==> config.mk <==
export PLATFORM = sky130hd
export DESIGN_NAME = moving_average_to_pwm_duty_top
export DESIGN_NICKNAME = d
export VERILOG_FILES = /design/src/rtl/mapwm_pkg.sv /design/src/rtl/moving_average_to_pwm_duty_top.sv
export SDC_FILE = /design/constraint.sdc
export NUM_CORES = 1
export LEC_CHECK = 0
export BUFFER_PORTS_ARGS = -buffer_cell sky130_fd_sc_hd__buf_2
export CELL_PAD_IN_SITES_DETAIL_PLACEMENT = 0
export CELL_PAD_IN_SITES_GLOBAL_PLACEMENT = 1
export CORE_ASPECT_RATIO = 1.25
export CORE_UTILIZATION = 30
export CTS_CLUSTER_DIAMETER = 30
export DETAILED_ROUTE_END_ITERATION = 10
export PLACE_DENSITY = 0.52
export SKIP_LAST_GASP = 1
export SLEW_MARGIN = 20
export SYNTH_ARGS = -nofsm -noshare
export SYNTH_HDL_FRONTEND = slang
export SYNTH_SLANG_ARGS = --single-unit
==> constraint.sdc <==
create_clock -name clock -period 6.3 [get_ports clock]
set_input_delay 0.945 -clock clock [delete_from_list [all_inputs] [get_ports clock]]
set_output_delay 0.945 -clock clock [all_outputs]
set_load 0.02 [all_outputs]
==> src/rtl/mapwm_pkg.sv <==
// ----------------------------------------------------------------------------
// mapwm_pkg
// Types and constants shared by the moving-average PWM duty block.
// ----------------------------------------------------------------------------
`default_nettype none

package mapwm_pkg;

   // Field widths
   localparam int ADC_W    = 10;
   localparam int SAMPLE_W = 8;
   localparam int OFFSET_W = 8;
   localparam int GAIN_W   = 6;
   localparam int DUTY_W   = 14;

   // Window average never exceeds a sample
   localparam int QUO_W  = SAMPLE_W;

   // Configuration port
   localparam int CSR_AW = 3;
   localparam int CSR_DW = 32;

   // Register indexes
   localparam logic [0:0] REG_LEVEL_OFFSET = 1'b0;
   localparam logic [0:0] REG_DUTY_GAIN    = 1'b1;

   // Register reset values
   localparam logic [OFFSET_W-1:0] LEVEL_OFFSET_RST = 8'd125;
   localparam logic [GAIN_W-1:0]   DUTY_GAIN_RST    = 6'd48;

   // Item kinds
   localparam logic FUNC_SAMPLE = 1'b0;
   localparam logic FUNC_TICK   = 1'b1;

   // Sequencer states
   typedef enum logic [2:0] {
      ST_IDLE,
      ST_SUM,
      ST_LAST,
      ST_DIV,
      ST_SCALE
   } state_type;

endpackage

`default_nettype wire

==> src/rtl/moving_average_to_pwm_duty_top.sv <==
// ----------------------------------------------------------------------------
// moving_average_to_pwm_duty_top
// Boxcar average over a ring of converter samples, turned into a PWM duty.
// ----------------------------------------------------------------------------
// A sample item (func 0) puts its top 8 bits into the ring memory and
// advances the write position; the fill count advances until the ring is
// full. A tick item (func 1) before the ring is full gives no result. Once
// full, a tick runs a pass before the next item is taken: the ring memory has
// a single read port, so the sum state walks the entries one per cycle, the
// last state lands the last read, the divide state divides the sum by
// WINDOW_DEPTH through a multiply by its reciprocal, and the scale state
// applies offset and gain into the result register. The result register
// holds a finished item while the next one is accepted; a following tick
// that finishes while it is still held waits in its scale state until the
// result is taken. The ring needs no clearing pass after reset: it is read
// only once every entry was written.
// ----------------------------------------------------------------------------
`default_nettype none

module moving_average_to_pwm_duty_top #(
   parameter int WINDOW_DEPTH = 16
) (
   input  wire logic                            clock,
   input  wire logic                            reset,
   // input item channel
   input  wire logic                            req_valid,
   output      logic                            req_ready,
   input  wire logic                            req_func,
   input  wire logic [mapwm_pkg::ADC_W-1:0]     req_adc_sample,
   // result item channel
   output      logic                            rsp_valid,
   input  wire logic                            rsp_ready,
   output      logic [mapwm_pkg::DUTY_W-1:0]    rsp_duty_value,
   // configuration port
   input  wire logic                            csr_psel,
   input  wire logic                            csr_penable,
   input  wire logic                            csr_pwrite,
   input  wire logic [mapwm_pkg::CSR_AW-1:0]    csr_paddr,
   input  wire logic [mapwm_pkg::CSR_DW-1:0]    csr_pwdata,
   output      logic [mapwm_pkg::CSR_DW-1:0]    csr_prdata,
   output      logic                            csr_pready
);

   localparam int IDX_W = $clog2(WINDOW_DEPTH);
   localparam int CNT_W = $clog2(WINDOW_DEPTH + 1);
   localparam int SUM_W = mapwm_pkg::SAMPLE_W + IDX_W;

   // Reciprocal of the window depth, exact for every reachable sum
   localparam int RCP_SH = SUM_W + IDX_W;
   localparam int RCP_W  = SUM_W + 2;
   localparam int PROD_W = SUM_W + RCP_W;
   localparam longint unsigned RCP_VAL =
      ((64'd1 << RCP_SH) + 64'(WINDOW_DEPTH) - 64'd1) / 64'(WINDOW_DEPTH);
   localparam logic [RCP_W-1:0] RCP = RCP_W'(RCP_VAL);

   // Configuration registers
   logic [mapwm_pkg::OFFSET_W-1:0] level_offset_ff;
   logic [mapwm_pkg::GAIN_W-1:0]   duty_gain_ff;
   logic                           csr_wr;
   logic [0:0]                     csr_idx;

   // Sequencer and control state
   mapwm_pkg::state_type           state_ff, state_in;
   logic [IDX_W-1:0]               wr_pos_ff, wr_pos_in;
   logic [CNT_W-1:0]               fill_ff, fill_in;
   logic [IDX_W-1:0]               rd_addr_ff, rd_addr_in;
   logic                           rd_vld_ff, rd_vld_in;
   logic                           rsp_valid_ff, rsp_valid_in;

   // Datapath
   logic [mapwm_pkg::SAMPLE_W-1:0] ring_mem [WINDOW_DEPTH];
   logic [mapwm_pkg::SAMPLE_W-1:0] mem_q_ff;
   logic [SUM_W-1:0]               sum_ff, sum_in;
   logic [mapwm_pkg::QUO_W-1:0]    quo_ff, quo_in;
   logic [mapwm_pkg::DUTY_W-1:0]   duty_ff, duty_in;

   logic                           req_acc;
   logic                           ring_wr;
   logic                           ring_full;
   logic [PROD_W-1:0]              div_prod;
   logic [mapwm_pkg::SAMPLE_W-1:0] corrected;
   logic                           load_rsp;

   // ------------------------------------------------------------------
   // Configuration port: zero-wait writes, combinational read back
   // ------------------------------------------------------------------
   assign csr_pready = 1'b1;
   assign csr_idx    = csr_paddr[2:2];
   assign csr_wr     = csr_psel && csr_penable && csr_pwrite && csr_pready;

   always_ff @(posedge clock) begin
      if (reset) begin
         level_offset_ff <= mapwm_pkg::LEVEL_OFFSET_RST;
         duty_gain_ff    <= mapwm_pkg::DUTY_GAIN_RST;
      end else if (csr_wr) begin
         case (csr_idx)
            mapwm_pkg::REG_LEVEL_OFFSET: begin
               level_offset_ff <= csr_pwdata[mapwm_pkg::OFFSET_W-1:0];
            end
            mapwm_pkg::REG_DUTY_GAIN: begin
               duty_gain_ff <= csr_pwdata[mapwm_pkg::GAIN_W-1:0];
            end
            default: begin
            end
         endcase
      end
   end

   always_comb begin
      case (csr_idx)
         mapwm_pkg::REG_LEVEL_OFFSET: begin
            csr_prdata = mapwm_pkg::CSR_DW'(level_offset_ff);
         end
         mapwm_pkg::REG_DUTY_GAIN: begin
            csr_prdata = mapwm_pkg::CSR_DW'(duty_gain_ff);
         end
         default: begin
            csr_prdata = '0;
         end
      endcase
   end

   // ------------------------------------------------------------------
   // Ring memory: one write port, one registered read port
   // ------------------------------------------------------------------
   assign req_ready = (state_ff == mapwm_pkg::ST_IDLE);
   assign req_acc   = req_valid && req_ready;
   assign ring_wr   = req_acc && (req_func == mapwm_pkg::FUNC_SAMPLE);
   assign ring_full = (fill_ff == CNT_W'(WINDOW_DEPTH));

   always_ff @(posedge clock) begin
      if (ring_wr) begin
         ring_mem[wr_pos_ff] <= req_adc_sample[mapwm_pkg::ADC_W-1 -: mapwm_pkg::SAMPLE_W];
      end
      mem_q_ff <= ring_mem[rd_addr_ff];
   end

   // ------------------------------------------------------------------
   // Division by the window depth and final scaling
   // ------------------------------------------------------------------
   assign div_prod  = PROD_W'(sum_ff) * PROD_W'(RCP);
   assign corrected = (quo_ff >= level_offset_ff) ? (quo_ff - level_offset_ff) : '0;
   assign duty_in   = mapwm_pkg::DUTY_W'(corrected) * mapwm_pkg::DUTY_W'(duty_gain_ff);
   assign load_rsp  = (state_ff == mapwm_pkg::ST_SCALE) && (!rsp_valid_ff || rsp_ready);

   // ------------------------------------------------------------------
   // Sequencer: next state and next values
   // ------------------------------------------------------------------
   always_comb begin
      state_in     = state_ff;
      wr_pos_in    = wr_pos_ff;
      fill_in      = fill_ff;
      rd_addr_in   = rd_addr_ff;
      rd_vld_in    = 1'b0;
      sum_in       = sum_ff;
      quo_in       = quo_ff;
      rsp_valid_in = rsp_valid_ff;

      // drop the result once taken
      if (rsp_valid_ff && rsp_ready) begin
         rsp_valid_in = 1'b0;
      end

      // accumulate read data in the cycle after its address is presented
      if (rd_vld_ff) begin
         sum_in = sum_ff + SUM_W'(mem_q_ff);
      end

      case (state_ff)
         mapwm_pkg::ST_IDLE: begin
            if (req_acc) begin
               if (req_func == mapwm_pkg::FUNC_SAMPLE) begin
                  // advance write position, and fill count until the ring is full
                  wr_pos_in = (wr_pos_ff == IDX_W'(WINDOW_DEPTH - 1)) ?
                              '0 : wr_pos_ff + 1'b1;
                  if (!ring_full) begin
                     fill_in = fill_ff + 1'b1;
                  end
               end else if (ring_full) begin
                  // start a sum pass over the ring
                  rd_addr_in = '0;
                  sum_in     = '0;
                  state_in   = mapwm_pkg::ST_SUM;
               end
            end
         end
         mapwm_pkg::ST_SUM: begin
            rd_vld_in = 1'b1;
            if (rd_addr_ff == IDX_W'(WINDOW_DEPTH - 1)) begin
               state_in = mapwm_pkg::ST_LAST;
            end else begin
               rd_addr_in = rd_addr_ff + 1'b1;
            end
         end
         mapwm_pkg::ST_LAST: begin
            // last entry lands this cycle
            state_in = mapwm_pkg::ST_DIV;
         end
         mapwm_pkg::ST_DIV: begin
            // take the truncated average from the reciprocal product
            quo_in   = div_prod[RCP_SH +: mapwm_pkg::QUO_W];
            state_in = mapwm_pkg::ST_SCALE;
         end
         mapwm_pkg::ST_SCALE: begin
            // hold until the result register is free
            if (load_rsp) begin
               rsp_valid_in = 1'b1;
               state_in     = mapwm_pkg::ST_IDLE;
            end
         end
         default: begin
            state_in = mapwm_pkg::ST_IDLE;
         end
      endcase
   end

   // ------------------------------------------------------------------
   // Control registers
   // ------------------------------------------------------------------
   always_ff @(posedge clock) begin
      if (reset) begin
         state_ff     <= mapwm_pkg::ST_IDLE;
         wr_pos_ff    <= '0;
         fill_ff      <= '0;
         rd_addr_ff   <= '0;
         rd_vld_ff    <= 1'b0;
         rsp_valid_ff <= 1'b0;
      end else begin
         state_ff     <= state_in;
         wr_pos_ff    <= wr_pos_in;
         fill_ff      <= fill_in;
         rd_addr_ff   <= rd_addr_in;
         rd_vld_ff    <= rd_vld_in;
         rsp_valid_ff <= rsp_valid_in;
      end
   end

   // ------------------------------------------------------------------
   // Payload registers
   // ------------------------------------------------------------------
   always_ff @(posedge clock) begin
      sum_ff <= sum_in;
      quo_ff <= quo_in;
      if (load_rsp) begin
         duty_ff <= duty_in;
      end
   end

   assign rsp_valid      = rsp_valid_ff;
   assign rsp_duty_value = duty_ff;

endmodule

`default_nettype wire

==> results.cfg <==
[global_route]
grt-ovfl-total = 0
grt-busiest-layer = met2
global_route.usage.met3_pct = 2.67
antenna_found_initial = 0
grt_max_degree = 37
grt_util_met1_pct = 14.5
grt_pass1_vias = 6123
grt.total_usage_pct = 12.5
grt.met2_usage_pct = 22.3
grt_pass1_wl_um = 33000

[logic_synthesis]
synth_top_area_share_pct = 44.8
synth-main-ff-cell = edfxtp_1
netlist_area_um2 = 10100
synth.area.top_cells = edfxtp_1 45%, dfxtp_1 10%, mux4_2 9.0%, ha_1 5.6%, fa_1 5.4%
synthCells = 756
synth_area_leader_cell = edfxtp_1
async_flop_share_pct = 0
ys_warn_count = 0
seq_area_frac_synth_pct = 55.1
yosys.cell_types.count = 58
avgSynthCellArea_um2 = 13.3
ys_ff_latch = 202
synth_edf_count = 150

[timing]
fin_crit_sh_pct = 89.0
hold_viol = 0
fmax_mhz = 178
rsz0062_at_grt = no
period_needed_ns = 5.60
max_slew_margin_pct = 34.7
drv_slew = 0
tightest_slew_ns = 0.976
skew_ns = 0.0161
finalSetupViolCount = 0
fin_tns_setup_ns = 0
fin_ws_ns = 0.696

[die]
ios = 102
core_um2 = 32900
die_w_um = 166
start_util_pct = 30.6
dieHeight_um = 207
rows = 74
die-area_um2 = 34300

[route]
drcViolationCount = 16
via_per_inst = 4.60
dr.pass1.iters = 7
ant_nets = 0
vias = 5894
drt-total-wl_um = 20700
dr.first_iter.drc_count = 374
wl_per_cell_um = 16.2

[placement]
gp_congestion = 0.759
dp_slack_ns = 0.627
io_buffers = 48
hpwl_um = 14900

[clock_tree]
numCtsBuffers = 42
post_cts_buffers = 0
clk_latency_ns = 0.54
cts_sinks = 202
cts_hold_buf = 0
cts_tree = yes
clk_pin_slew_ns = 0.04
root_buffer = clkbuf_16
cts-resized-gates = 0
clock_path_buffers = 3
cts.htree.levels = 2

[critical_path]
critPathKind = flip-flop to flip-flop
crit_fanout = 9
cpMostUsedCell = fa_1
crit_path_end_kind = flip-flop
start_kind = flip-flop
critPathRequiredTime_ns = 6.56
slowest_delay_ns = 0.55
slowest_stage = fa_1
timing.rr.start = quo_ff[0]$_DFFE_PP_
rrSetupSlack_ns = 0.70
crit_chain = inv_1 > ha_1 > inv_1 > fa_1 > a211o_1 > a211o_1 > a21o_1 > o41ai_2 > or2_2 > fa_1 > fa_1 > fa_1 > inv_1 > ha_1 > nor2b_1 > o21a_1 > a31o_2 > o41ai_1 > xnor2_1
ff2ff_path_depth = 19
r2r_end = rsp_duty_value[13]$_DFFE_PP_
cp.arrival_ns = 5.87

[power_and_ir_drop]
leakagePower_nw = 4.58
power_density_nw_per_um2 = 350
ir_drop_v = 0.000222

[layout]
drive_above_1_share_pct = 20.9
syn_to_final_growth_pct = 20.5
layout_common_cells = 150 x edfxtp_1, 82 x nor2_1, 56 x inv_1
fin_nets = 953
final_common_cell = edfxtp_1
n_fill_cell = 3176

[min_path]
holdPathEnd = quo_ff[3]$_DFFE_PP_
holdCritPathClass = flip-flop to flip-flop
min_from = sum_ff[7]$_DFF_P_
hold_depth = 0

[run_status]
failed_checks = design-rule violations
status = finished with violations

[job]
cap_violations = 0
-- per-layer routing --
| metal | vias to the layer above | wire length, um |
|---|---|---|
| met2 | 118 | 10700 |
| met5 | - | 0 |
| met3 | 45 | 908 |
| li1 | 2879 | - |
| met4 | 0 | 668 |
| met1 | 2852 | 8470 |
-- worst max-delay path: cells and delay by family, from the launching register on --
family | cells | cell delay, ns
xor gates and xnor gates | 1 | 0.12
buffers and inverters | 3 | 0.18
DFF | 1 | 0.35
adders and majority gates | 6 | 2.39
and+or+nand+nor | 2 | 0.39
AOI/OAI and AO/OA | 7 | 1.89
-- per-stage QoR --
step	util, %	instance area [um2]	hold WS, ns	total power, mW	std cells
finish	36.9	12100	0.465	4.24	1281
CTS	36.9	12100	0.466	4.31	1279
detailed placement	32.4	10700	0.452	2.01	1202
global route	36.9	12100	0.480	4.42	1279
global placement	32.4	10700	0.440	2.01	1202
floorplan	-	10200	0.422	1.91	779
-- final cells by class --
type,count,area [um2],area share (%)
antenna,2,5.00,0.0413
multi-input combinational,470,4070,33.6
inverter,56,210,1.73
tap,418,523,4.31
clock buffer,48,1090,9.02
clock inverter,29,375,3.10
timing repair buffer,56,300,2.48
sequential,202,5550,45.7
-- where the power goes --
part           internal [mW]  switching, mW
Sequential              1.50         0.0450
Clock                   1.54          0.726
Combinational          0.190          0.249
Total                   3.22           1.02
-- logic make-up after synthesis --
kind of cell,Yosys count,synth area share [%]
mux,56,10.6
xor+xnor,25,2.18
fa+ha+maj,72,11.0
simple gates,211,10.3
buf+inv,107,5.31
other cells,2,0.0746
flops,202,55.1
compound gates,81,5.57
-- sequential cells by signal, summed over array words and instances, names as in the netlist --
register and cells:
rsp_valid 1, rd_vld_ff 1, quo_ff 8, rd_addr_ff 4
mem_q_ff 8, fill_ff 5, state_ff 3, wr_pos_ff 4
sum_ff 12, ring_mem 128, rsp_duty_value 14, duty_gain_ff 6
level_offset_ff 8
-- worst max path at each step --
stage                             start                      endpoint  slack [ns]  cells after the start
finish              quo_ff[0]$_DFFE_PP_  rsp_duty_value[13]$_DFFE_PP_        0.70                     19
CTS                 quo_ff[0]$_DFFE_PP_  rsp_duty_value[13]$_DFFE_PP_        0.60                     19
global route        quo_ff[0]$_DFFE_PP_  rsp_duty_value[13]$_DFFE_PP_        0.40                     19
floorplan           quo_ff[0]$_DFFE_PP_  rsp_duty_value[13]$_DFFE_PP_        1.07                     20
global placement    quo_ff[0]$_DFFE_PP_  rsp_duty_value[13]$_DFFE_PP_        0.62                     19
detailed placement  quo_ff[0]$_DFFE_PP_  rsp_duty_value[13]$_DFFE_PP_        0.63                     19
-- Yosys cell counts (all sizes together) (6+ instances only) --
library cell / n
a211o: 10
a21oi: 22
and2: 13
buf: 35
clkbuf: 16
dfxtp: 52
edfxtp: 150
fa: 27
ha: 45
inv: 56
mux2i: 15
mux4: 40
nand2: 42
nand2b: 6
nand3: 17
nand4: 11
nor2: 82
nor3: 9
o21ai: 14
xnor2: 12
xor2: 13
Power figures use the tool's default switching activity.
